$ cat config.mk
export PLATFORM = sky130hd
export DESIGN_NAME = nohf_front
export DESIGN_NICKNAME = d
export VERILOG_FILES = /design/src/hw/rtl/nohf_pkg.sv /design/src/hw/rtl/nohf_front.sv
export SDC_FILE = /design/constraint.sdc
export NUM_CORES = 1
export LEC_CHECK = 0
export BUFFER_PORTS_ARGS = -buffer_cell sky130_fd_sc_hd__buf_2
export CAP_MARGIN = 10
export CORE_ASPECT_RATIO = 1.5
export CORE_UTILIZATION = 65
export CTS_BUF_LIST = sky130_fd_sc_hd__clkbuf_8
export DETAILED_ROUTE_END_ITERATION = 12
export MAX_ROUTING_LAYER = met4
export PLACE_DENSITY = 0.87
export SLEW_MARGIN = 10
export SYNTH_ARGS = -nofsm -noshare
export SYNTH_HDL_FRONTEND = slang
export SYNTH_SLANG_ARGS = --single-unit
$ cat constraint.sdc
create_clock -name aclk -period 48.8 [get_ports aclk]
set_input_delay 14.64 -clock aclk [delete_from_list [all_inputs] [get_ports aclk]]
set_output_delay 14.64 -clock aclk [all_outputs]
set_load 0.005 [all_outputs]
$ cat src/hw/rtl/nohf_pkg.sv
// Package for the nearest opaque hole fill block: sizes, register indexes,
// pixel and work-item types. No dependencies.
package nohf_pkg;
    localparam int MaxWidth  = 2048;
    localparam int MaxHeight = 2048;
    localparam int Radius    = 4;
    localparam int RingRows  = 2 * Radius + 2;
    localparam int ColW      = 12;
    localparam int RowSelW   = $clog2(RingRows);
    localparam int StoreColW = $clog2(MaxWidth);
    localparam int StoreDepth = MaxWidth * RingRows;
    localparam int StoreAw   = $clog2(StoreDepth);
    localparam int NumOffsets = (2 * Radius + 1) * (2 * Radius + 1) - 1;
    localparam int OffW      = $clog2(NumOffsets + 1);
    localparam int QueueDepth = 4;
    localparam int QPtrW     = $clog2(QueueDepth);

    localparam logic [1:0] RegFillEnable  = 2'd0;
    localparam logic [1:0] RegFrameWidth  = 2'd1;
    localparam logic [1:0] RegFrameHeight = 2'd2;

    typedef logic [31:0] pixel_t;

    // One output job: position to produce, its line-store row slot and sizes in force.
    typedef struct packed {
        logic [ColW-1:0]    row;
        logic [ColW-1:0]    col;
        logic [RowSelW-1:0] slot;
        logic [ColW-1:0]    width;
        logic [ColW-1:0]    height;
        logic               fill;
        logic               last;
    } job_t;

    typedef enum logic [1:0] {
        BK_IDLE,
        BK_CENTER,
        BK_SEARCH,
        BK_SEND
    } back_state_t;

    // Signed offset for search step k: rings 1..Radius, dy then dx order.
    function automatic logic [9:0] ring_offset(input int k);
        int n;
        int r;
        int dy;
        int dx;
        logic [9:0] res;
        n = 0;
        res = '0;
        for (r = 1; r <= Radius; r++) begin
            for (dy = -r; dy <= r; dy++) begin
                for (dx = -r; dx <= r; dx++) begin
                    if (dx == -r || dx == r || dy == -r || dy == r) begin
                        if (n == k) begin
                            res = {5'(dy), 5'(dx)};
                        end
                        n++;
                    end
                end
            end
        end
        return res;
    endfunction

    function automatic logic [ColW-1:0] clamp_size(input logic [ColW-1:0] v,
                                                  input int mx);
        logic [ColW:0] m;
        m = (ColW+1)'(mx);
        if (v == '0) begin
            return ColW'(1);
        end else if ({1'b0, v} > m) begin
            return ColW'(mx);
        end
        return v;
    endfunction
endpackage

$ cat src/hw/rtl/nohf_front.sv
// Front end: takes input beats, tracks in/out positions, writes pixels
// to the line store and issues output jobs. Depends on nohf_pkg.
module nohf_front (
    input  logic                      aclk,
    input  logic                      aresetn,
    input  logic                      fill_enable,
    input  logic [nohf_pkg::ColW-1:0] frame_width,
    input  logic [nohf_pkg::ColW-1:0] frame_height,
    input  logic                      pipe_busy,
    input  logic                      s_valid,
    output logic                      s_ready,
    input  logic                      s_req_type,
    input  logic [31:0]               s_pixel,
    output logic                      wr_en,
    output logic [nohf_pkg::StoreAw-1:0] wr_addr,
    output logic [31:0]               wr_data,
    output logic                      job_valid,
    input  logic                      job_ready,
    output nohf_pkg::job_t            job
);
    import nohf_pkg::*;

    logic [ColW-1:0] in_col_reg, in_col_next, in_row_reg, in_row_next;
    logic [ColW-1:0] out_col_reg, out_col_next, out_row_reg, out_row_next;
    logic [RowSelW-1:0] in_slot_reg, in_slot_next;
    logic [RowSelW-1:0] out_slot_reg, out_slot_next;
    logic [ColW-1:0] w, h;
    logic            done_before, accept, emit, last;
    logic [ColW-1:0] ic1, ir1;
    logic [24:0]     received, thresh;

    assign w = clamp_size(frame_width, MaxWidth);
    assign h = clamp_size(frame_height, MaxHeight);
    assign done_before = in_row_reg >= h;
    // hold input while a job is queued or still has line-store reads to do
    assign s_ready = job_ready && !pipe_busy;
    assign accept = s_valid && s_ready;

    always_comb begin
        ic1 = in_col_reg + 1'b1;
        ir1 = in_row_reg;
        if (ic1 >= w) begin
            ic1 = '0;
            ir1 = in_row_reg + 1'b1;
        end
        received = 25'(ir1) * 25'(w) + 25'(ic1);
        thresh = 25'(out_row_reg) * 25'(w) + 25'(out_col_reg)
                 + 25'(Radius) * 25'(w) + 25'(Radius);
        last = out_row_reg >= h - 1'b1 && out_col_reg >= w - 1'b1;
        emit = 1'b0;
        if (accept) begin
            if (done_before) emit = 1'b1;
            else if (!s_req_type) emit = received > thresh;
        end
    end

    assign wr_en = accept && !done_before && !s_req_type
                   && in_col_reg < ColW'(MaxWidth);
    assign wr_addr = StoreAw'(in_slot_reg) * StoreAw'(MaxWidth)
                     + StoreAw'(in_col_reg[StoreColW-1:0]);
    assign wr_data = s_pixel;
    assign job_valid = emit;
    assign job = '{row: out_row_reg, col: out_col_reg, slot: out_slot_reg,
                   width: w, height: h, fill: fill_enable, last: last};

    always_comb begin
        in_col_next = in_col_reg;
        in_row_next = in_row_reg;
        in_slot_next = in_slot_reg;
        out_col_next = out_col_reg;
        out_row_next = out_row_reg;
        out_slot_next = out_slot_reg;
        if (accept && !done_before && !s_req_type) begin
            in_col_next = ic1;
            in_row_next = ir1;
            if (ir1 != in_row_reg) begin
                in_slot_next = (in_slot_reg == RowSelW'(RingRows - 1)) ? '0
                               : in_slot_reg + 1'b1;
            end
        end
        if (emit) begin
            if (last) begin
                in_col_next = '0;
                in_row_next = '0;
                in_slot_next = '0;
                out_col_next = '0;
                out_row_next = '0;
                out_slot_next = '0;
            end else if (out_col_reg + 1'b1 >= w) begin
                out_col_next = '0;
                out_row_next = out_row_reg + 1'b1;
                out_slot_next = (out_slot_reg == RowSelW'(RingRows - 1)) ? '0
                                : out_slot_reg + 1'b1;
            end else begin
                out_col_next = out_col_reg + 1'b1;
            end
        end
    end

    always_ff @(posedge aclk) begin
        if (!aresetn) begin
            in_col_reg <= '0;
            in_row_reg <= '0;
            in_slot_reg <= '0;
            out_col_reg <= '0;
            out_row_reg <= '0;
            out_slot_reg <= '0;
        end else begin
            in_col_reg <= in_col_next;
            in_row_reg <= in_row_next;
            in_slot_reg <= in_slot_next;
            out_col_reg <= out_col_next;
            out_row_reg <= out_row_next;
            out_slot_reg <= out_slot_next;
        end
    end
endmodule

## Word-level counts from Yosys, hierarchy flattened

Index checks and enable logic that the tools add are counted.
Widths: inputs -> output; s select.

- $lt $le $gt $ge: 9
- Multipliers: 2
- Multiplexer cells: 33
- Eq/ne operators: 3
- Reduce and logical (&&, ||, !) cells: 13
- $add $sub $neg: 13

Operators by type and width:

| cell | count |
|---|---|
| $mux 12 | 18 |
| $ge 12x12->1 | 5 |
| $add 24x12->25 | 2 |
| $add 12x1->12 const B | 4 |
| $mul 12x12->24 | 2 |
| $mux 4 | 8 |
| $add 25x14->25 | 1 |
| $add 25x3->25 const B | 1 |
| $gt 25x25->1 | 1 |
| $gt 12x12->1 const B | 2 |
| $logic_not 12->1 | 2 |
| $sub 12x1->12 const B | 2 |
| $add 15x11->15 | 1 |
| $lt 12x12->1 const B | 1 |
| $ne 12x12->1 | 1 |
| $add 4x1->4 const B | 2 |
| $eq 4x4->1 const B | 2 |
| $mux 1 | 7 |
| $logic_and 1x1->1 | 6 |
| $logic_not 1->1 | 3 |
| $reduce_and 2->1 | 1 |
| $reduce_bool 2->1 | 1 |

- Flip-flop bits (word level): 56
- Output and inout port bits: 104
- Logic and storage cells: 79
- Input port bits: 63

## Longest topological paths before layout

Gate-level depths: netlist (run 1).

- Depth after elaboration: 13
- Depth in mapped cells: 47
- Mapped depth without buffers: 43

## Worst setup path before layout (run 1)

OpenSTA, ideal clock, no wires.

- Kind: input port to output port
- From: input port frame_width[6] (netlist bit)
- To: output port job_valid
- Slack: 10.087 ns
- Buffers on the path: 2
- Arrival time: 24.073 ns
- Stages on the path: 39
- Cells stage by stage: nor4_1 nand4_1 a21oi_1 clkbuf_1 ha_1 nand2b_1 a2111oi_1 nor3_1 a211oi_2 o21ai_2 nand4_1 xor2_1 nor2_1 fa_1 inv_1 fa_1 inv_1 fa_1 [... 3 more ...] inv_1 ha_1 a2111o_1 o21bai_1 a221oi_2 o21ai_0 o41ai_2 o21bai_1 a21oi_1 xnor2_1 ha_1 nand4_1 nor3_1 nand2_1 o311a_1 a22oi_2 inv_2 buf_2

RTL lines:

| what | line | text |
|---|---|---|
| start: declaration | nohf_front.sv:7 | `input logic [nohf_pkg::ColW-1:0] frame_width,` |
| end: declaration | nohf_front.sv:17 | `output logic job_valid,` |

## Worst setup path in the final report (run 1)

- From: input port frame_width[6] (netlist bit)
- To: output port job_valid

- Word-level cells in the longest chain between the ends: 12
- Elaborated cells between the ends (all ways): 19
- Those cells by class: add/sub: 4; mul: 2; order compare: 3; mux: 9; reduce/logical: 1

Ends and longest elaborated chain:

| what | line | text |
|---|---|---|
| $gt 12x12->1 | nohf_pkg.sv:72 | `end else if ({1'b0, v} > m) begin` |
| $mux 1 | nohf_pkg.sv:72 |  |
| $mux 1 | nohf_pkg.sv:70 | `if (v == '0) begin` |
| $mux 12 * | nohf_pkg.sv:75 | `return v;` |
| $mul 12x12->24 or $ge 12x12->1 (tied branches) | nohf_front.sv:47, nohf_front.sv:42 |  |
| $add 24x12->25 or $mux 12 (tied branches) | nohf_front.sv:47, nohf_front.sv:42 |  |
| $add 25x14->25 or $mul 12x12->24 (tied branches) | nohf_front.sv:48, nohf_front.sv:46 |  |
| $add 25x3->25 or $add 24x12->25 (tied branches) | nohf_front.sv:48, nohf_front.sv:46 |  |
| $gt 25x25->1 * | nohf_front.sv:53 | `else if (!s_req_type) emit = received > thresh;` |
| $mux 1 * | nohf_front.sv:53 |  |
| $mux 1 * | nohf_front.sv:52 | `if (done_before) emit = 1'b1;` |
| $mux 1 * | nohf_front.sv:51 | `if (accept) begin` |

Mark *: on every way between the ends. The rest lies on a longest branch, timed or not.

==> out/metrics.cfg, run 1 <==
[synth]
ys_warn_count = 0
ys_seq_area_share_pct = 6.884
async_reset_ff_share_pct = 0
synth_edf_count = 0
synth_commonest_cells = inv_1 (345), nand2_1 (265), ha_1 (243)
synth_cells = 1997
ys.flop_type = dfxtp_1
synthTopCellsByArea = fa_1 (29%), ha_1 (19%), inv_1 (8.0%)
synthesis.area_mm2 = 0.01628
synth.avg_cell_area_um2 = 8.154
ys_seq_elements = 56
synth.most_common_cell = inv_1
synth.top_cell.area_share_pct = 29.01
synth_area_leader_cell = fa_1
ys_types = 79

[setup_path]
path_common_cell = fa_1
cp_top_family = compound AO/OA/AOI/OAI gates
crit_fanout = 20
endpoint_kind = primary output
critPathArrivalTime_ns = 25.96
crit_type = input pin to primary output
worst-path-buf-inv = 8
critPathSlowestCell = a22oi_2
cpPeakStageDelay_ns = 0.71
reg2reg_from = in_col_reg[0]$_SDFF_PN0_
crit_path_start = frame_width[6]
worst_ep_required_time_ns = 34.16
crit_path_start_kind = input pin

[grt]
grt_antenna_before_repair = 0
grt_pass1_vias = 14450
grt_start_max_net_pins = 40
grt_pass1_wl_mm = 70.79
grt_overflow = 0
grt_use_total_pct = 36.19

[timing]
maxSlewHeadroom_pct = 21.10
timing.final.ws_setup_ns = 8.197
setup_viol = 0
holdWs_ns = 0.5223
slew_viol_final = 0
hold_viol = 0
worstMarginPinSlew_ns = 1.175
fmax_mhz = 24.63
fin_tns_setup_ns = 0
fin_crit_ns = 40.60
finClkSkew_ns = 0.01175
rsz0062_at_grt = no
post-route-period-util_pct = 83.20

[drt]
wire_per_inst_um = 18.58
viasPerCell = 5.945
drc = 0
wirelength_mm = 43.44
ant_nets = 0
first_iter_violations = 985
drt_pass1_iterations = 8
vias = 13900

[clock_network]
cts_setup_buffers = 0
cts_tree = built
worstSkewPairLatency_ns = 0.34
htreeDepth = 2
cts_hold_buffers = 0
clkTransAtPathRegs_ns = 0.11
cts_made_buffers = 5
cts_root_buf = clkbuf_8
cts_sinks = 56
clockBufferDepth = 2
cts_resized = 0

[layout]
nNetsFinal = 2555
drive_gt1_share_pct = 7.895
antenna_cells = 0
syn_to_final_growth_pct = 3.281

[floorplan]
core_area_mm2 = 0.02452
num_io_pins = 167
dieWidth_um = 131.2
dieArea_mm2 = 0.02570
rows = 70
die_h_um = 195.9
start_util_pct = 66.40

[power]
finalPower_uw = 102.2
peakVddDrop_mv = 0.01837
leakage_nw = 9.019
power.density_mw_per_mm2 = 6.078

[place]
gp_congestion = 0.9766
hpwl_mm = 35.36
place_ws_ns = 8.313
io_buffers = 100

[worst_hold_path]
hold_class = flip-flop to flip-flop
min_from = out_slot_reg[3]$_SDFFE_PN0P_

[run]
maxCapViolCount = 0

[outcome]
outcome = finished, final reports clean

## where the power goes
part	internal, mW	switching (mW)
Clock	0.0101	0.0176
Sequential	0.0457	0.000118
Combinational	0.00944	0.0192
Total	0.0652	0.0370
## worst reg2reg max path, delay by kind of cell, from the launching register on
| family | cells | cell delay (ns) |
|---|---|---|
| buffers and inverters | 4 | 0.47 |
| AO/OA/AOI/OAI | 11 | 3.42 |
| XOR/XNOR | 3 | 1.22 |
| AND/OR/NAND/NOR | 11 | 2.07 |
| adder cells (fa/ha/maj) | 9 | 3.80 |
| flip-flops | 1 | 0.57 |
## logic make-up after synthesis
logic type,count (synthesis),share of synthesized area [%]
AO/OA/AOI/OAI,217,8.767
XOR/XNOR,111,6.062
adder cells (fa/ha/maj),479,47.68
buffers and inverters,464,11.92
flip-flops,56,6.884
multiplexers,9,0.5763
other,1,0.02303
AND/OR/NAND/NOR,660,18.08
## routing by layer
metal	global-route usage (%)	vias to the layer above	routed length (µm)
met5	-	-	0
met4	23.62	0	2876
met3	4.109	216	3193
met2	62.25	666	21820
met1	39.69	6741	15560
li1	-	6277	-
## area by class of cell
| class | instances | area (µm²) |
|---|---|---|
| multi-input combinational | 1478 | 13240 |
| fill | 1980 | 7705 |
| inverter | 354 | 1329 |
| sequential | 56 | 1121 |
| timing repair buffer | 118 | 635.6 |
| tap | 324 | 405.4 |
| clock buffer | 5 | 68.82 |
| clock inverter | 3 | 20.02 |
## cells in the final DEF (no fill, tap or decap), types with 5 or more instances in the layout
cell,count
o21bai_1,12
fa_1,236
and2_1,28
a21o_1,18
xnor2_1,64
o21ai_0,35
nand2b_1,9
buf_4,18
and3_1,23
a21boi_0,7
nand4_1,16
nor2_1,198
mux2i_1,6
a211oi_1,10
inv_1,346
buf_2,100
o21a_1,9
clkbuf_8,5
dfxtp_1,56
nand2_1,265
xor2_1,45
nor2b_1,28
nor3_1,25
nor4_1,5
a21oi_1,71
nand3_1,36
ha_1,243
clkinv_1,5
o22ai_1,5
## worst paths after layout
kind	end	slack, ns	depth (start not counted)
worst max register to register	out_row_reg[5]$_SDFFE_PN0P_	37.19	38
worst min register to register	out_slot_reg[3]$_SDFFE_PN0P_	0.52	2
worst min-delay path	out_slot_reg[3]$_SDFFE_PN0P_	0.52	2
worst max-delay path	job_valid	8.20	40
## through the flow
step	utilization, %	cell area, µm²	instances
after floorplan	-	16290	1998
after global placement	68.22	16730	2330
after detailed placement	68.22	16730	2330
after CTS	68.58	16820	2338
after global routing	68.58	16820	2338
final	68.58	16820	2338
(Power assumes the default switching activity.)
==> run 2: changes to the inputs <==
CORE_UTILIZATION = 57   (was 65)
PLACE_DENSITY = 0.81   (was 0.87)
clock period = 37.1 ns   (was 48.8 ns; I/O delays follow)
==> run 2 against run 1 <==
Net effect: clock-buffer cell count unchanged; global-route usage fell by 4.7 points; largest cell class unchanged; wire length decreased by 0.94%; register-to-register slack worse by 12 ns; largest power group unchanged.
==> out/metrics.cfg, run 2 (synthesis gave the netlist of run 1 again) <==
[power]
power.density_mw_per_mm2 = 7.884  ; +30%
leakage_nw = 9.003  ; -0.17%
peakVddDrop_mv = 0.01295  ; -30%
clockPowerShare_pct = 26.3  ; -0.8 points
switching_power_uw = 47.26  ; +28%
p_comb_share_pct = 28.3  ; +0.3 points
switching_share_pct = 35.62  ; -0.54 points
intPower_uw = 85.40  ; +31%
finalPower_uw = 132.7  ; +30%
pwr-share-seq_pct = 45.4  ; +0.6 points

[drt]
drt_pass1_iterations = 5  ; -3
vias = 13630  ; -1.9%
wire_per_inst_um = 18.26  ; -1.7%
viasPerCell = 5.783  ; -2.7%
ant_nets = 0  ; unchanged
first_iter_violations = 784  ; -20%
wirelength_mm = 43.03  ; -0.94%
drc = 0  ; unchanged

[setup_path]
cpPeakStageDelay_ns = 0.66  ; -0.05 ns
crit_fanout = 33  ; +65%
endpoint_kind = primary output
crit_path_start_kind = input pin
worst_ep_required_time_ns = 25.97  ; -8.19 ns
critPathArrivalTime_ns = 22.17  ; -3.79 ns
crit_type = input pin to primary output
critPathSlowestCell = o21ai_2

[timing]
setup_viol = 0  ; unchanged
hold_viol = 0  ; unchanged
fmax_mhz = 30.03
worstMarginPinSlew_ns = 0.9839  ; -0.1911 ns
slew_viol_final = 0  ; unchanged
finClkSkew_ns = 0.008188  ; -0.003558 ns
fin_tns_setup_ns = 0  ; unchanged
fin_crit_ns = 33.30
maxSlewHeadroom_pct = 33.93  ; +13 points
post-route-period-util_pct = 89.76
rsz0062_at_grt = no

[clock_network]
cts_made_buffers = 5  ; unchanged
htreeDepth = 2  ; unchanged
cts_sinks = 56  ; unchanged
cts_root_buf = clkbuf_8
worstSkewPairLatency_ns = 0.34  ; about the same
cts_setup_buffers = 0  ; unchanged
clockBufferDepth = 2  ; unchanged
cts_hold_buffers = 0  ; unchanged
cts_tree = built
clkTransAtPathRegs_ns = 0.10  ; about the same
cts_resized = 0  ; unchanged

[grt]
grt_busiest_layer = met2
use_met2_pct = 54.91  ; -7.3 points
grt_use_met1_pct = 34.38  ; -5.3 points
grt_overflow = 0  ; unchanged
grt_antenna_before_repair = 0  ; unchanged
grt_use_total_pct = 31.52  ; -4.7 points
grt_pass1_wl_mm = 70.62  ; -0.24%
met3_usage_pct = 3.048  ; -1.1 points
grt_start_max_net_pins = 34  ; -15%
grt_pass1_vias = 14314  ; -0.94%

[floorplan]
num_io_pins = 167  ; unchanged
dieArea_mm2 = 0.02926  ; +14%
rows = 75  ; +7.1%
core_area_mm2 = 0.02806  ; +14%
start_util_pct = 58.04  ; -8.4 points
die_h_um = 209.0  ; +6.7%
dieWidth_um = 140.0  ; +6.7%

[layout]
final_cell_mix = inv_1 (345), nand2_1 (265), ha_1 (243)
antenna_cells = 0  ; unchanged
layout_commonest_cell = inv_1
syn_to_final_growth_pct = 3.327  ; about the same
drive_gt1_share_pct = 7.857  ; -0.038 points
nNetsFinal = 2553  ; -0.078%
finish.utilization_pct = 59.97  ; -8.6 points

[run]
maxCapViolCount = 0  ; unchanged

[outcome]
outcome = finished, final reports clean

[place]
io_buffers = 100  ; unchanged
hpwl_mm = 35.49  ; +0.35%
gp_congestion = 0.9647  ; -1.2%

[worst_hold_path]
hold_class = flip-flop to flip-flop

-- run 2: power by group through the flow --
stage	Clock, mW	Sequential [mW]	Combinational [mW]
after floorplan	0	0.0616	0.0261
after global placement	0	0.0617	0.0357
after detailed placement	0	0.0617	0.0367
after CTS	0.0352	0.0603	0.0369
after global routing	0.0378	0.0603	0.0407
final	0.0349	0.0603	0.0375
-- run 2: layout make-up --
type	count	area, µm²
clock buffer	5	68.82
clock inverter	2	12.51
fill	2444	11230
inverter	354	1329
multi-input combinational	1478	13240
sequential	56	1121
tap	346	432.9
timing repair buffer	116	620.6
-- run 2: worst paths after layout --
check / start / end / slack [ns] / cells after the start
setup / recovery: frame_width[11] / job_valid / 3.80 / 41
hold / removal: out_slot_reg[3]$_SDFFE_PN0P_ / out_slot_reg[3]$_SDFFE_PN0P_ / 0.53 / 2
setup reg to reg: in_col_reg[0]$_SDFF_PN0_ / out_row_reg[10]$_SDFFE_PN0P_ / 25.44 / 42
hold reg to reg: out_slot_reg[3]$_SDFFE_PN0P_ / out_slot_reg[3]$_SDFFE_PN0P_ / 0.53 / 2
-- run 2: routing by layer --
layer | vias to the layer above | part of all wire (%)
li1 | 6278 | -
met1 | 6647 | 36
met2 | 544 | 51
met3 | 161 | 6.2
met4 | 0 | 6.4
met5 | - | 0
-- run 2: through the flow --
step / std cells / setup slack, ns / instance area (µm²) / hold slack [ns]
after detailed placement: 2350 / 3.908 / 16740 / 0.5133
final: 2357 / 3.798 / 16830 / 0.5310
after floorplan: 1998 / 5.407 / 16290 / 0.4861
after global placement: 2350 / 4.108 / 16740 / 0.4938
after CTS: 2357 / 3.869 / 16830 / 0.5274
after global routing: 2357 / 3.168 / 16830 / 0.5414
-- run 2: critical path, delay by kind of cell --
kind	cells	cell delay, ns
XOR/XNOR	2	0.65
AND/OR/NAND/NOR	7	1.22
adder cells (fa/ha/maj)	8	3.54
buffers and inverters	11	1.94
AO/OA/AOI/OAI	13	3.64
